--- src/hdl/vlan_table_and_tag_strip_top_defines.svh ---
// assertion macros for the vlan table and tag strip block
`ifndef VLAN_TABLE_AND_TAG_STRIP_TOP_DEFINES_SVH
`define VLAN_TABLE_AND_TAG_STRIP_TOP_DEFINES_SVH

// antecedent implies consequent in the same cycle
`define VTTS_ASSERT_IMP(name, ante, cons, msg) \
  name: assert property (@(posedge clk_i) disable iff (!rst_ni) (ante) |-> (cons)) \
    else $error(msg);

// antecedent implies consequent in the next cycle
`define VTTS_ASSERT_NXT(name, ante, cons, msg) \
  name: assert property (@(posedge clk_i) disable iff (!rst_ni) (ante) |=> (cons)) \
    else $error(msg);

`endif

--- src/hdl/vtts_pkg.sv ---
// shared constants and types of the vlan table and tag strip block
`default_nettype none

package vtts_pkg;

  localparam int TABLE_ENTRIES = 8;
  localparam int PORT_COUNT    = 8;

  localparam int ACTION_W = 2;
  localparam int PORT_W   = 3;
  localparam int VID_W    = 12;
  localparam int SLOT_W   = 3;
  localparam int BYTE_W   = 8;
  localparam int STATUS_W = 3;

  localparam int IDX_W = (TABLE_ENTRIES > 1) ? $clog2(TABLE_ENTRIES) : 1;
  localparam logic [IDX_W-1:0] IDX_LAST = IDX_W'(TABLE_ENTRIES - 1);

  // frame head layout
  localparam int HEAD_LEN  = 18;
  localparam int TAG_POS   = 12;
  localparam int TAG_LEN   = 4;
  localparam int VID_HI    = 14;
  localparam int VID_LO    = 15;
  localparam int HEAD_AW   = $clog2(HEAD_LEN);
  localparam int BIDX_W    = $clog2(HEAD_LEN + 1);
  localparam int DUMP_LEN  = HEAD_LEN - TAG_LEN;
  localparam int DUMP_W    = $clog2(DUMP_LEN);
  localparam logic [DUMP_W-1:0] DUMP_LAST = DUMP_W'(DUMP_LEN - 1);

  localparam logic [VID_W-1:0] VID_RESERVED = 12'hFFF;

  localparam logic [ACTION_W-1:0] ACT_CREATE  = 2'd0;
  localparam logic [ACTION_W-1:0] ACT_DESTROY = 2'd1;
  localparam logic [ACTION_W-1:0] ACT_ADMIN   = 2'd2;
  localparam logic [ACTION_W-1:0] ACT_RX      = 2'd3;

  localparam logic [STATUS_W-1:0] ST_OK        = 3'd0;
  localparam logic [STATUS_W-1:0] ST_INVALID   = 3'd1;
  localparam logic [STATUS_W-1:0] ST_EXISTS    = 3'd2;
  localparam logic [STATUS_W-1:0] ST_NOSPACE   = 3'd3;
  localparam logic [STATUS_W-1:0] ST_CLAIMED   = 3'd4;
  localparam logic [STATUS_W-1:0] ST_UNCLAIMED = 3'd5;

  typedef enum logic [1:0] {
    TBL_NOP,
    TBL_CREATE,
    TBL_CLEAR,
    TBL_ADMIN
  } tbl_op_e;

  // one index serves read, compare and write
  typedef struct packed {
    tbl_op_e            op;
    logic [IDX_W-1:0]   idx;
    logic [PORT_W-1:0]  key_port;
    logic [VID_W-1:0]   key_vid;
    logic               wr_admin;
  } tbl_req_t;

  typedef struct packed {
    logic used;
    logic admin;
    logic hit;
  } tbl_rsp_t;

  typedef struct packed {
    logic [STATUS_W-1:0] status;
    logic [SLOT_W-1:0]   slot_out;
    logic [BYTE_W-1:0]   byte_out;
    logic                byte_valid;
    logic                frame_end;
  } beat_t;

  function automatic beat_t mgmt_beat(logic [STATUS_W-1:0] st, logic [SLOT_W-1:0] sl);
    beat_t b;
    b            = '0;
    b.status     = st;
    b.slot_out   = sl;
    return b;
  endfunction

  function automatic beat_t unclaimed_beat();
    beat_t b;
    b           = '0;
    b.status    = ST_UNCLAIMED;
    b.frame_end = 1'b1;
    return b;
  endfunction

endpackage

`default_nettype wire

--- src/hdl/vtts_if.sv ---
// input and output channel interfaces of the vlan table and tag strip block
`default_nettype none

interface vtts_in_if import vtts_pkg::*; ();
  logic                valid;
  logic                ready;
  logic [ACTION_W-1:0] action;
  logic [PORT_W-1:0]   port;
  logic [VID_W-1:0]    vid;
  logic [SLOT_W-1:0]   slot;
  logic                admin_up;
  logic [BYTE_W-1:0]   data_byte;
  logic                last_byte;

  modport source (output valid, action, port, vid, slot, admin_up, data_byte, last_byte,
                  input ready);
  modport sink (input valid, action, port, vid, slot, admin_up, data_byte, last_byte,
                output ready);
endinterface

interface vtts_out_if import vtts_pkg::*; ();
  logic                valid;
  logic                ready;
  logic [STATUS_W-1:0] status;
  logic [SLOT_W-1:0]   slot_out;
  logic [BYTE_W-1:0]   byte_out;
  logic                byte_valid;
  logic                frame_end;

  modport source (output valid, status, slot_out, byte_out, byte_valid, frame_end,
                  input ready);
  modport sink (input valid, status, slot_out, byte_out, byte_valid, frame_end,
                output ready);
endinterface

`default_nettype wire

--- src/hdl/vtts_table.sv ---
// vlan entry table with one shared entry compare unit
`default_nettype none

module vtts_table import vtts_pkg::*; (
  input  wire logic     clk_i,
  input  wire logic     rst_ni,
  input  wire tbl_req_t req_i,
  output tbl_rsp_t      rsp_o
);

  logic              used_q  [TABLE_ENTRIES];
  logic [PORT_W-1:0] port_q  [TABLE_ENTRIES];
  logic [VID_W-1:0]  vid_q   [TABLE_ENTRIES];
  logic              admin_q [TABLE_ENTRIES];

  logic in_range;

  assign in_range = int'(req_i.idx) < TABLE_ENTRIES;

  // shared compare unit
  always_comb begin
    rsp_o = '0;
    if (in_range) begin
      rsp_o.used  = used_q[req_i.idx];
      rsp_o.admin = admin_q[req_i.idx];
      rsp_o.hit   = used_q[req_i.idx] && (port_q[req_i.idx] == req_i.key_port) &&
                    (vid_q[req_i.idx] == req_i.key_vid);
    end
  end

  always_ff @(posedge clk_i or negedge rst_ni) begin
    if (!rst_ni) begin
      for (int i = 0; i < TABLE_ENTRIES; i++) begin
        used_q[i]  <= 1'b0;
        port_q[i]  <= '0;
        vid_q[i]   <= '0;
        admin_q[i] <= 1'b0;
      end
    end else if (in_range) begin
      unique case (req_i.op)
        TBL_CREATE: begin
          used_q[req_i.idx]  <= 1'b1;
          port_q[req_i.idx]  <= req_i.key_port;
          vid_q[req_i.idx]   <= req_i.key_vid;
          admin_q[req_i.idx] <= 1'b0;
        end
        TBL_CLEAR: begin
          used_q[req_i.idx]  <= 1'b0;
          port_q[req_i.idx]  <= '0;
          vid_q[req_i.idx]   <= '0;
          admin_q[req_i.idx] <= 1'b0;
        end
        TBL_ADMIN: begin
          admin_q[req_i.idx] <= req_i.wr_admin;
        end
        default: ;
      endcase
    end
  end

endmodule

`default_nettype wire

--- src/hdl/vlan_table_and_tag_strip_top.sv ---
// top level of the vlan table and 802.1q receive tag strip block
//
//   channel  dir  handshake     contents
//   in_i     in   valid/ready   action, port, vid, slot, admin_up, data_byte, last_byte
//   out_o    out  valid/ready   status, slot_out, byte_out, byte_valid, frame_end
//
// one item at a time; a table scan steps one entry per cycle through the shared compare unit
// create: rejected at once on a bad vid or port, else a duplicate scan, then a free-entry scan
// destroy, set admin and a byte with a result each give one result beat; a byte without result none
// byte 18: a lookup scan of the table, then, when claimed, 14 beats drained one per cycle
// while out_o keeps taking them, or one not-claimed beat when it also ends the frame
// reset clears the table and the frame state at once, no sweep; a stalled out_o holds
// the output register and the sequencer waits on it while in_i stays not ready
`default_nettype none

`include "vlan_table_and_tag_strip_top_defines.svh"

module vlan_table_and_tag_strip_top import vtts_pkg::*; (
  input  wire logic clk_i,
  input  wire logic rst_ni,
  vtts_in_if.sink   in_i,
  vtts_out_if.source out_o
);

  typedef enum logic [2:0] {
    S_IDLE,
    S_DUP,
    S_FREE,
    S_LOOKUP,
    S_DUMP,
    S_RESULT
  } state_e;

  state_e              state_q, state_d;
  logic [PORT_W-1:0]   port_q, port_d;
  logic [VID_W-1:0]    vid_q, vid_d;
  logic                last_q, last_d;
  logic [IDX_W-1:0]    idx_q, idx_d;
  logic [DUMP_W-1:0]   dump_q, dump_d;
  logic [BIDX_W-1:0]   byte_idx_q, byte_idx_d;
  logic                claimed_q, claimed_d;
  logic [IDX_W-1:0]    cslot_q, cslot_d;
  logic [VID_W-1:0]    fvid_q, fvid_d;
  beat_t               res_q, res_d;
  logic                out_valid_q, out_valid_d;
  beat_t               out_beat_q, out_beat_d;

  logic [BYTE_W-1:0]   head_q [HEAD_LEN];
  logic                head_we;
  logic [HEAD_AW-1:0]  head_ra;

  tbl_req_t            tbl_req;
  tbl_rsp_t            tbl_rsp;

  logic                in_acc;
  logic                out_free;
  logic                push;
  beat_t               push_beat;

  assign in_i.ready = (state_q == S_IDLE);
  assign in_acc     = in_i.valid && in_i.ready;
  // output register takes a new beat when empty or being drained
  assign out_free   = !out_valid_q || out_o.ready;

  assign out_o.valid      = out_valid_q;
  assign out_o.status     = out_beat_q.status;
  assign out_o.slot_out   = out_beat_q.slot_out;
  assign out_o.byte_out   = out_beat_q.byte_out;
  assign out_o.byte_valid = out_beat_q.byte_valid;
  assign out_o.frame_end  = out_beat_q.frame_end;

  // stripped frame order: bytes 0..11 then 16..17
  assign head_ra = (int'(dump_q) < TAG_POS) ? HEAD_AW'(dump_q)
                                             : HEAD_AW'(dump_q) + HEAD_AW'(TAG_LEN);

  vtts_table u_table (
    .clk_i (clk_i),
    .rst_ni(rst_ni),
    .req_i (tbl_req),
    .rsp_o (tbl_rsp)
  );

  always_comb begin
    state_d    = state_q;
    port_d     = port_q;
    vid_d      = vid_q;
    last_d     = last_q;
    idx_d      = idx_q;
    dump_d     = dump_q;
    byte_idx_d = byte_idx_q;
    claimed_d  = claimed_q;
    cslot_d    = cslot_q;
    fvid_d     = fvid_q;
    res_d      = res_q;
    head_we    = 1'b0;
    push       = 1'b0;
    push_beat  = res_q;

    tbl_req          = '0;
    tbl_req.op       = TBL_NOP;
    tbl_req.idx      = idx_q;
    tbl_req.key_port = port_q;
    tbl_req.key_vid  = vid_q;
    tbl_req.wr_admin = in_i.admin_up;

    unique case (state_q)
      S_IDLE: begin
        // destroy and set admin address the table by the item's slot
        tbl_req.idx = IDX_W'(in_i.slot);
        if (in_acc) begin
          port_d = in_i.port;
          vid_d  = in_i.vid;
          last_d = in_i.last_byte;
          idx_d  = '0;
          unique case (in_i.action)
            ACT_CREATE: begin
              if ((in_i.vid == '0) || (in_i.vid >= VID_RESERVED) ||
                  (int'(in_i.port) >= PORT_COUNT)) begin
                res_d   = mgmt_beat(ST_INVALID, '0);
                state_d = S_RESULT;
              end else begin
                state_d = S_DUP;
              end
            end
            ACT_DESTROY: begin
              if (int'(in_i.slot) >= TABLE_ENTRIES) begin
                res_d = mgmt_beat(ST_INVALID, in_i.slot);
              end else begin
                tbl_req.op = TBL_CLEAR;
                res_d      = mgmt_beat(ST_OK, in_i.slot);
              end
              state_d = S_RESULT;
            end
            ACT_ADMIN: begin
              if ((int'(in_i.slot) >= TABLE_ENTRIES) || !tbl_rsp.used) begin
                res_d = mgmt_beat(ST_INVALID, in_i.slot);
              end else begin
                tbl_req.op = TBL_ADMIN;
                res_d      = mgmt_beat(ST_OK, in_i.slot);
              end
              state_d = S_RESULT;
            end
            ACT_RX: begin
              if (int'(byte_idx_q) < HEAD_LEN) begin
                head_we    = 1'b1;
                byte_idx_d = byte_idx_q + 1'b1;
                if (int'(byte_idx_q) == VID_HI) begin
                  fvid_d[VID_W-1:BYTE_W] = in_i.data_byte[VID_W-BYTE_W-1:0];
                end
                if (int'(byte_idx_q) == VID_LO) begin
                  fvid_d[BYTE_W-1:0] = in_i.data_byte;
                end
                if (int'(byte_idx_q) == HEAD_LEN - 1) begin
                  state_d = S_LOOKUP;
                end else if (in_i.last_byte) begin
                  // short frame
                  res_d      = unclaimed_beat();
                  byte_idx_d = '0;
                  claimed_d  = 1'b0;
                  cslot_d    = '0;
                  state_d    = S_RESULT;
                end
              end else begin
                if (claimed_q) begin
                  res_d            = '0;
                  res_d.status     = ST_CLAIMED;
                  res_d.slot_out   = SLOT_W'(cslot_q);
                  res_d.byte_out   = in_i.data_byte;
                  res_d.byte_valid = 1'b1;
                  res_d.frame_end  = in_i.last_byte;
                  state_d          = S_RESULT;
                end else if (in_i.last_byte) begin
                  res_d   = unclaimed_beat();
                  state_d = S_RESULT;
                end
                if (in_i.last_byte) begin
                  byte_idx_d = '0;
                  claimed_d  = 1'b0;
                  cslot_d    = '0;
                end
              end
            end
          endcase
        end
      end

      S_DUP: begin
        if (tbl_rsp.hit) begin
          res_d   = mgmt_beat(ST_EXISTS, SLOT_W'(idx_q));
          state_d = S_RESULT;
        end else if (idx_q == IDX_LAST) begin
          idx_d   = '0;
          state_d = S_FREE;
        end else begin
          idx_d = idx_q + 1'b1;
        end
      end

      S_FREE: begin
        if (!tbl_rsp.used) begin
          tbl_req.op = TBL_CREATE;
          res_d      = mgmt_beat(ST_OK, SLOT_W'(idx_q));
          state_d    = S_RESULT;
        end else if (idx_q == IDX_LAST) begin
          res_d   = mgmt_beat(ST_NOSPACE, '0);
          state_d = S_RESULT;
        end else begin
          idx_d = idx_q + 1'b1;
        end
      end

      S_LOOKUP: begin
        // first used entry with this port and vid decides, admin state checked after
        tbl_req.key_vid = fvid_q;
        if (tbl_rsp.hit && tbl_rsp.admin) begin
          claimed_d = 1'b1;
          cslot_d   = idx_q;
          dump_d    = '0;
          state_d   = S_DUMP;
        end else if (tbl_rsp.hit || (idx_q == IDX_LAST)) begin
          if (last_q) begin
            res_d      = unclaimed_beat();
            byte_idx_d = '0;
            claimed_d  = 1'b0;
            cslot_d    = '0;
            state_d    = S_RESULT;
          end else begin
            state_d = S_IDLE;
          end
        end else begin
          idx_d = idx_q + 1'b1;
        end
      end

      S_DUMP: begin
        if (out_free) begin
          push                 = 1'b1;
          push_beat            = '0;
          push_beat.status     = ST_CLAIMED;
          push_beat.slot_out   = SLOT_W'(cslot_q);
          push_beat.byte_out   = head_q[head_ra];
          push_beat.byte_valid = 1'b1;
          push_beat.frame_end  = (dump_q == DUMP_LAST) && last_q;
          if (dump_q == DUMP_LAST) begin
            if (last_q) begin
              byte_idx_d = '0;
              claimed_d  = 1'b0;
              cslot_d    = '0;
            end
            state_d = S_IDLE;
          end else begin
            dump_d = dump_q + 1'b1;
          end
        end
      end

      S_RESULT: begin
        if (out_free) begin
          push    = 1'b1;
          state_d = S_IDLE;
        end
      end

      default: state_d = S_IDLE;
    endcase

    out_valid_d = out_valid_q && !out_o.ready;
    out_beat_d  = out_beat_q;
    if (push) begin
      out_valid_d = 1'b1;
      out_beat_d  = push_beat;
    end
  end

  always_ff @(posedge clk_i or negedge rst_ni) begin
    if (!rst_ni) begin
      state_q     <= S_IDLE;
      idx_q       <= '0;
      dump_q      <= '0;
      byte_idx_q  <= '0;
      claimed_q   <= 1'b0;
      cslot_q     <= '0;
      out_valid_q <= 1'b0;
    end else begin
      state_q     <= state_d;
      idx_q       <= idx_d;
      dump_q      <= dump_d;
      byte_idx_q  <= byte_idx_d;
      claimed_q   <= claimed_d;
      cslot_q     <= cslot_d;
      out_valid_q <= out_valid_d;
    end
  end

  // payload registers
  always_ff @(posedge clk_i) begin
    port_q     <= port_d;
    vid_q      <= vid_d;
    last_q     <= last_d;
    fvid_q     <= fvid_d;
    res_q      <= res_d;
    out_beat_q <= out_beat_d;
  end

  // frame head buffer
  always_ff @(posedge clk_i) begin
    if (head_we) begin
      head_q[byte_idx_q[HEAD_AW-1:0]] <= in_i.data_byte;
    end
  end

  // a frame is only claimed once its whole head is in
  `VTTS_ASSERT_IMP(a_claim_after_head, claimed_q, byte_idx_q == BIDX_W'(HEAD_LEN), "early claim")

  // management items always make the sequencer busy right after they are taken
  `VTTS_ASSERT_NXT(a_mgmt_busy, in_acc && (in_i.action != ACT_RX), !in_i.ready, "not busy")

  // the drain runs only for a claimed frame and stays inside the stripped head
  `VTTS_ASSERT_IMP(a_dump_claimed, state_q == S_DUMP, claimed_q && (dump_q <= DUMP_LAST), "bad drain")

endmodule

`default_nettype wire

--- src/flat_wrapper.sv ---
// flat-port wrapper written by rule: the top's interface ports become plain ports
module vlan_table_and_tag_strip_top_flat import vtts_pkg::*;
  (clk_i, rst_ni, in_i_valid, in_i_action, in_i_port, in_i_vid, in_i_slot, in_i_admin_up, in_i_data_byte, in_i_last_byte, in_i_ready, out_o_valid, out_o_status, out_o_slot_out, out_o_byte_out, out_o_byte_valid, out_o_frame_end, out_o_ready);
  vtts_in_if in_i_i ();
  vtts_out_if out_o_i ();
  input  wire logic clk_i;
  input  wire logic rst_ni;
  input wire logic [$bits(in_i_i.valid)-1:0] in_i_valid;
  input wire logic [$bits(in_i_i.action)-1:0] in_i_action;
  input wire logic [$bits(in_i_i.port)-1:0] in_i_port;
  input wire logic [$bits(in_i_i.vid)-1:0] in_i_vid;
  input wire logic [$bits(in_i_i.slot)-1:0] in_i_slot;
  input wire logic [$bits(in_i_i.admin_up)-1:0] in_i_admin_up;
  input wire logic [$bits(in_i_i.data_byte)-1:0] in_i_data_byte;
  input wire logic [$bits(in_i_i.last_byte)-1:0] in_i_last_byte;
  output wire logic [$bits(in_i_i.ready)-1:0] in_i_ready;
  output wire logic [$bits(out_o_i.valid)-1:0] out_o_valid;
  output wire logic [$bits(out_o_i.status)-1:0] out_o_status;
  output wire logic [$bits(out_o_i.slot_out)-1:0] out_o_slot_out;
  output wire logic [$bits(out_o_i.byte_out)-1:0] out_o_byte_out;
  output wire logic [$bits(out_o_i.byte_valid)-1:0] out_o_byte_valid;
  output wire logic [$bits(out_o_i.frame_end)-1:0] out_o_frame_end;
  input wire logic [$bits(out_o_i.ready)-1:0] out_o_ready;
  assign in_i_i.valid = in_i_valid;
  assign in_i_i.action = in_i_action;
  assign in_i_i.port = in_i_port;
  assign in_i_i.vid = in_i_vid;
  assign in_i_i.slot = in_i_slot;
  assign in_i_i.admin_up = in_i_admin_up;
  assign in_i_i.data_byte = in_i_data_byte;
  assign in_i_i.last_byte = in_i_last_byte;
  assign in_i_ready = in_i_i.ready;
  assign out_o_valid = out_o_i.valid;
  assign out_o_status = out_o_i.status;
  assign out_o_slot_out = out_o_i.slot_out;
  assign out_o_byte_out = out_o_i.byte_out;
  assign out_o_byte_valid = out_o_i.byte_valid;
  assign out_o_frame_end = out_o_i.frame_end;
  assign out_o_i.ready = out_o_ready;
  vlan_table_and_tag_strip_top u_core (.clk_i(clk_i), .rst_ni(rst_ni), .in_i(in_i_i), .out_o(out_o_i));
endmodule
--- config.mk ---
export PLATFORM = sky130hd
export DESIGN_NAME = vlan_table_and_tag_strip_top_flat
export DESIGN_NICKNAME = d
export VERILOG_FILES = /design/src/hdl/vtts_pkg.sv /design/src/hdl/vtts_if.sv /design/src/hdl/vtts_table.sv /design/src/hdl/vlan_table_and_tag_strip_top.sv /design/src/flat_wrapper.sv
export VERILOG_INCLUDE_DIRS = /design/src /design/src/hdl
export SDC_FILE = /design/constraint.sdc
export NUM_CORES = 1
export LEC_CHECK = 0
export BUFFER_PORTS_ARGS = -buffer_cell sky130_fd_sc_hd__buf_2
export CAP_MARGIN = 20
export CORE_MARGIN = 10
export CORE_UTILIZATION = 40
export CTS_CLUSTER_SIZE = 24
export DETAILED_ROUTE_END_ITERATION = 8
export HOLD_SLACK_MARGIN = 0.02
export PLACE_DENSITY = 0.56
export SLEW_MARGIN = 20
export SYNTH_ARGS = -nofsm -noshare
export SYNTH_HDL_FRONTEND = slang
export SYNTH_SLANG_ARGS = --single-unit
--- constraint.sdc ---
create_clock -name clk_i -period 6.3 [get_ports clk_i]
set_input_delay 0.945 -clock clk_i [delete_from_list [all_inputs] [get_ports clk_i]]
set_output_delay 0.945 -clock clk_i [all_outputs]
set_load 0.05 [all_outputs]
==> flow_summary_export.csv <==
group,metric,value,unit
logic_synthesis,synth_largest_type_area_fraction,31.94,%
timing,finClkSkew,17.92,ps
setup_path,reg2reg_to,"u_core.byte_idx_q[2]$_DFFE_PN0P_",
logic_synthesis,netlist-cell-type-count,85,
detailed_routing,via_count,11200,
setup_path,setup.worst_path.start_class,"flip-flop",
cts,clockBufferDepth,3,
setup_path,critical_path.cell_chain,"o31ai_4, nand2_1, mux2_2, o211ai_1, xor2_1, o2111ai_1, or4_1, a2111oi_1, o32ai_1",
detailed_routing,ant_nets,0,
cts,postCtsSetupBuffers,0,
logic_synthesis,synthesis.nets,1398,
setup_path,timing.critical_path.to_type,"flip-flop",
setup_path,worst-r2r-setup-slack,1420,ps
detailed_routing,per_cell_via_count_in_the_routed_design,5.828,
pwr,peakVddDrop,0.2250,mV
floorplan,dieWidth,221.1,um
setup_path,critPathBufInv,0,
setup_path,critical_path_required,6710,ps
floorplan,num_rows,73,
logic_synthesis,ys_warn_count,0,
grt,first_global_vias,11040,
timing,grt_setup_unrepaired,"false",
detailed_routing,number_of_drc_markers_after_the_initial_detailed_route_iteration,1134,
setup_path,cp_slowest_cell,"sky130_fd_sc_hd__nand2_1",
setup_path,cp_num_cells,9,
cells_and_area,drive_above_1_share,19.21,%
cts,cts_repair_resize_count,0,
pwr,p_leak,0.007006,uW
floorplan,die-height,221.1,um
logic_synthesis,synth_instances,1349,
detailed_routing,route.detailed.wl_per_inst,23.12,um
place,placed_cells,1852,
grt,antenna_violations_before_repair,2,
setup_path,capture_point_of_the_worst_path,"u_core.byte_idx_q[2]$_DFFE_PN0P_",
floorplan,design.die.area,0.04887,mm2
logic_synthesis,synth_async_sr_flop_share,47.56,%
cells_and_area,final_core_area_utilization,45.51,%
logic_synthesis,netlist.top_cell.by_area,"sky130_fd_sc_hd__edfxtp_1",
timing,drv_slew,0,
cts,clk-insertion-delay-late,550,ps
cells_and_area,finalNetCount,1415,
logic_synthesis,avgSynthCellArea,11.99,um2
place,buffer_ports.inserted,51,
timing,worst_slew_pin_slew,1010,ps
logic_synthesis,synth-seq-area-share,56.09,%
detailed_routing,drt_first_pass_iters,6,
flow_run,max_cap_viol_count,0,
place,globalplace.congestion,0.9076,
logic_synthesis,synth_ff_type,"sky130_fd_sc_hd__edfxtp_1",
setup_path,worstPathArrival,5290,ps
setup_path,cp_top_family,"compound AO/OA/AOI/OAI gates",
grt,global_route_total_overflow,0,
timing,report.final.hold_viol_count,0,
floorplan,floorplan.initialDensity,40.60,%
cells_and_area,layout.cells.non_filler,1921,
detailed_routing,routed_wirelength,44410,um
timing,final.period_utilization,77.48,%
pwr,power_density,477.2,mW/mm2
outcome,status,"completed",
setup_path,reg2regPathDepth,9,
setup_path,reg2reg_launch_point,"u_core.state_q[1]$_DFFE_PN0P_",
grt,grt_first_pass_wirelength,68880,um
place,hpwl,29770,um
cts,cts_htree_levels,2,
timing,max_slew_margin,32.64,%
timing,fmaxAchievable,204.9,MHz
logic_synthesis,synth_enable_flop_cells,172,
cts,numClockSinks,328,
cells_and_area,area_growth,12.08,%
detailed_routing,route.detailed.drc,0,
cts,ctsHoldBuffers,0,
cts,cts_tree,"done",
setup_path,timing.critical_path.fanout_max,21,
logic_synthesis,synth-seq-cells,328,
setup_path,criticalPathCategory,"reg2reg",
logic_synthesis,synth.top_cells.by_area,"sky130_fd_sc_hd__edfxtp_1, sky130_fd_sc_hd__dfrtp_1, sky130_fd_sc_hd__mux4_2",
logic_synthesis,netlist_area,0.01617,mm2
setup_path,crit_start,"u_core.state_q[1]$_DFFE_PN0P_",
timing,final-setup-viol-count,0,
grt,grt_util_all_layers,17.72,%
cts,clock-root-buffer,"sky130_fd_sc_hd__clkbuf_16",
timing,fin_setup_tns,0,ps
timing,finalCriticalPeriod,4881,ps
floorplan,num_io_pins,52,
cts,worst_setup_hold_path_clk_slew,60,ps
setup_path,worst_path_largest_cell_delay,730,ps
cts,cts_made_buffers,37,
floorplan,core-area,0.03982,mm2
min_path,hold_path.class,"reg2reg",
grt,grt_max_degree,104,
## synth_stat cells (4+ instances only)
cell	count
sky130_fd_sc_hd__a2111oi_0	5
sky130_fd_sc_hd__a211oi_1	17
sky130_fd_sc_hd__a21oi_1	17
sky130_fd_sc_hd__a221oi_1	4
sky130_fd_sc_hd__a22o_1	16
sky130_fd_sc_hd__a31oi_1	10
sky130_fd_sc_hd__a32oi_1	4
sky130_fd_sc_hd__and2_1	7
sky130_fd_sc_hd__and3_1	8
sky130_fd_sc_hd__buf_1	17
sky130_fd_sc_hd__buf_2	18
sky130_fd_sc_hd__buf_4	8
sky130_fd_sc_hd__buf_6	9
sky130_fd_sc_hd__clkbuf_1	49
sky130_fd_sc_hd__dfrtp_1	156
sky130_fd_sc_hd__edfxtp_1	172
sky130_fd_sc_hd__ha_1	15
sky130_fd_sc_hd__inv_1	23
sky130_fd_sc_hd__mux2_2	37
sky130_fd_sc_hd__mux2i_1	55
sky130_fd_sc_hd__mux4_2	54
sky130_fd_sc_hd__nand2_1	194
sky130_fd_sc_hd__nand2b_1	13
sky130_fd_sc_hd__nand3_1	33
sky130_fd_sc_hd__nand3b_1	5
sky130_fd_sc_hd__nand4_1	15
sky130_fd_sc_hd__nor2_1	58
sky130_fd_sc_hd__nor2b_1	8
sky130_fd_sc_hd__nor3_1	7
sky130_fd_sc_hd__nor4_1	8
sky130_fd_sc_hd__nor4b_1	4
sky130_fd_sc_hd__o211ai_1	12
sky130_fd_sc_hd__o21ai_0	175
sky130_fd_sc_hd__o221ai_1	4
sky130_fd_sc_hd__o31a_1	4
sky130_fd_sc_hd__o31ai_1	7
sky130_fd_sc_hd__or2_2	15
sky130_fd_sc_hd__or3_1	7
sky130_fd_sc_hd__xnor2_1	5
sky130_fd_sc_hd__xor2_1	7
## worst reg2reg max path: cells and delay by family (launching register included)
family / cells / cell delay [ps]
flops: 1 / 690
xor+xnor: 1 / 270
simple gates: 2 / 1400
mux: 1 / 500
compound gates: 5 / 1880
## logic make-up (layout without fill, tap and decap cells)
| family | count (synthesis) | in the layout | synth area share, % |
|---|---|---|---|
| AND/OR/NAND/NOR | 400 | 400 | 11.94 |
| XOR/XNOR | 12 | 12 | 0.6500 |
| other | 0 | 1 | 0 |
| adder cells (fa/ha/maj) | 15 | 15 | 1.161 |
| flip-flops | 328 | 328 | 56.09 |
| buffers and inverters | 125 | 171 | 3.645 |
| AO/OA/AOI/OAI | 318 | 318 | 12.52 |
| multiplexers | 151 | 151 | 14.00 |
## flip-flops by register name, indices dropped and copies added (netlist names), named ones only
signal and cells:
u_core.out_o.byte_out 8, u_core.res_q 16, u_core.out_o.byte_valid 1, u_core.u_table.admin_q 8, u_core.out_o.frame_end 1, u_core.byte_idx_q 5
u_core.out_o.slot_out 3, u_core.cslot_q 3, u_core.u_table.vid_q 96, u_core.head_q 112, u_core.u_table.port_q 24, u_core.state_q 3
u_core.claimed_q 1, u_core.fvid_q 12, u_core.last_q 1, u_core.out_o.valid 1, u_core.dump_q 4, u_core.idx_q 3
u_core.out_o.status 3, u_core.vid_q 12, u_core.port_q 3
## metrics by stage
stage / hold slack (ps) / power (uW) / worst slack [ps] / cell area [um2]
floorplan: 441.8 / 5457 / 1773 / 16170
detailed placement: 461.8 / 6343 / 1328 / 16810
finish: 471.8 / 8648 / 1419 / 18120
global placement: 455.0 / 6304 / 1489 / 16810
CTS: 474.2 / 8664 / 1477 / 18120
global route: 492.3 / 9118 / 1160 / 18120
## area by class of cell
class / instances / area [um2]
tap: 525 / 656.9
antenna: 1 / 2.502
multi-input combinational: 896 / 6523
timing repair buffer: 79 / 471.7
inverter: 24 / 90.09
sequential: 328 / 9071
clock inverter: 18 / 261.5
fill: 3688 / 21700
clock buffer: 50 / 1046
## worst min-delay path by stage
stage	start	end	depth (start not counted)
floorplan	u_core.u_table.vid_q[50]$_DFFE_PN0P_	u_core.u_table.vid_q[50]$_DFFE_PN0P_	2
global placement	u_core.u_table.vid_q[93]$_DFFE_PN0P_	u_core.u_table.vid_q[93]$_DFFE_PN0P_	2
detailed placement	u_core.u_table.vid_q[93]$_DFFE_PN0P_	u_core.u_table.vid_q[93]$_DFFE_PN0P_	2
CTS	u_core.u_table.vid_q[93]$_DFFE_PN0P_	u_core.u_table.vid_q[93]$_DFFE_PN0P_	2
global route	u_core.u_table.vid_q[93]$_DFFE_PN0P_	u_core.u_table.vid_q[93]$_DFFE_PN0P_	2
finish	u_core.u_table.vid_q[93]$_DFFE_PN0P_	u_core.u_table.vid_q[93]$_DFFE_PN0P_	2
## power breakdown
part	internal, uW	switching (uW)	total (uW)
clock network	1390	918	2310
registers	2790	446	3240
logic	1180	1930	3110
total	5360	3290	8650
## cell usage in the layout, fill, tap and decap left out, types with 8 or more instances in the layout
cell and count:
sky130_fd_sc_hd__a211oi_1 17, sky130_fd_sc_hd__a21oi_1 17, sky130_fd_sc_hd__a22o_1 16, sky130_fd_sc_hd__a31oi_1 10, sky130_fd_sc_hd__and3_1 8, sky130_fd_sc_hd__buf_2 50
sky130_fd_sc_hd__buf_4 28, sky130_fd_sc_hd__clkbuf_16 38, sky130_fd_sc_hd__dfrtp_1 154, sky130_fd_sc_hd__edfxtp_1 172, sky130_fd_sc_hd__ha_1 15, sky130_fd_sc_hd__inv_1 23
sky130_fd_sc_hd__mux2_2 37, sky130_fd_sc_hd__mux2i_1 55, sky130_fd_sc_hd__mux4_2 54, sky130_fd_sc_hd__nand2_1 193, sky130_fd_sc_hd__nand2b_1 13, sky130_fd_sc_hd__nand3_1 33
sky130_fd_sc_hd__nand4_1 15, sky130_fd_sc_hd__nor2_1 57, sky130_fd_sc_hd__nor2b_1 8, sky130_fd_sc_hd__nor4_1 8, sky130_fd_sc_hd__o211ai_1 12, sky130_fd_sc_hd__o21ai_0 175
sky130_fd_sc_hd__or2_2 15
## layer usage
metal | vias to the layer above | track usage [%] | wire length [um]
met1 | 5623 | 25.48 | 20680
met2 | 388 | 26.61 | 19670
li1 | 5102 | - | -
met5 | - | 0 | 7
met4 | 2 | 4.646 | 1016
met3 | 81 | 3.704 | 3025
Note: power is estimated with default switching activity, not from simulation.
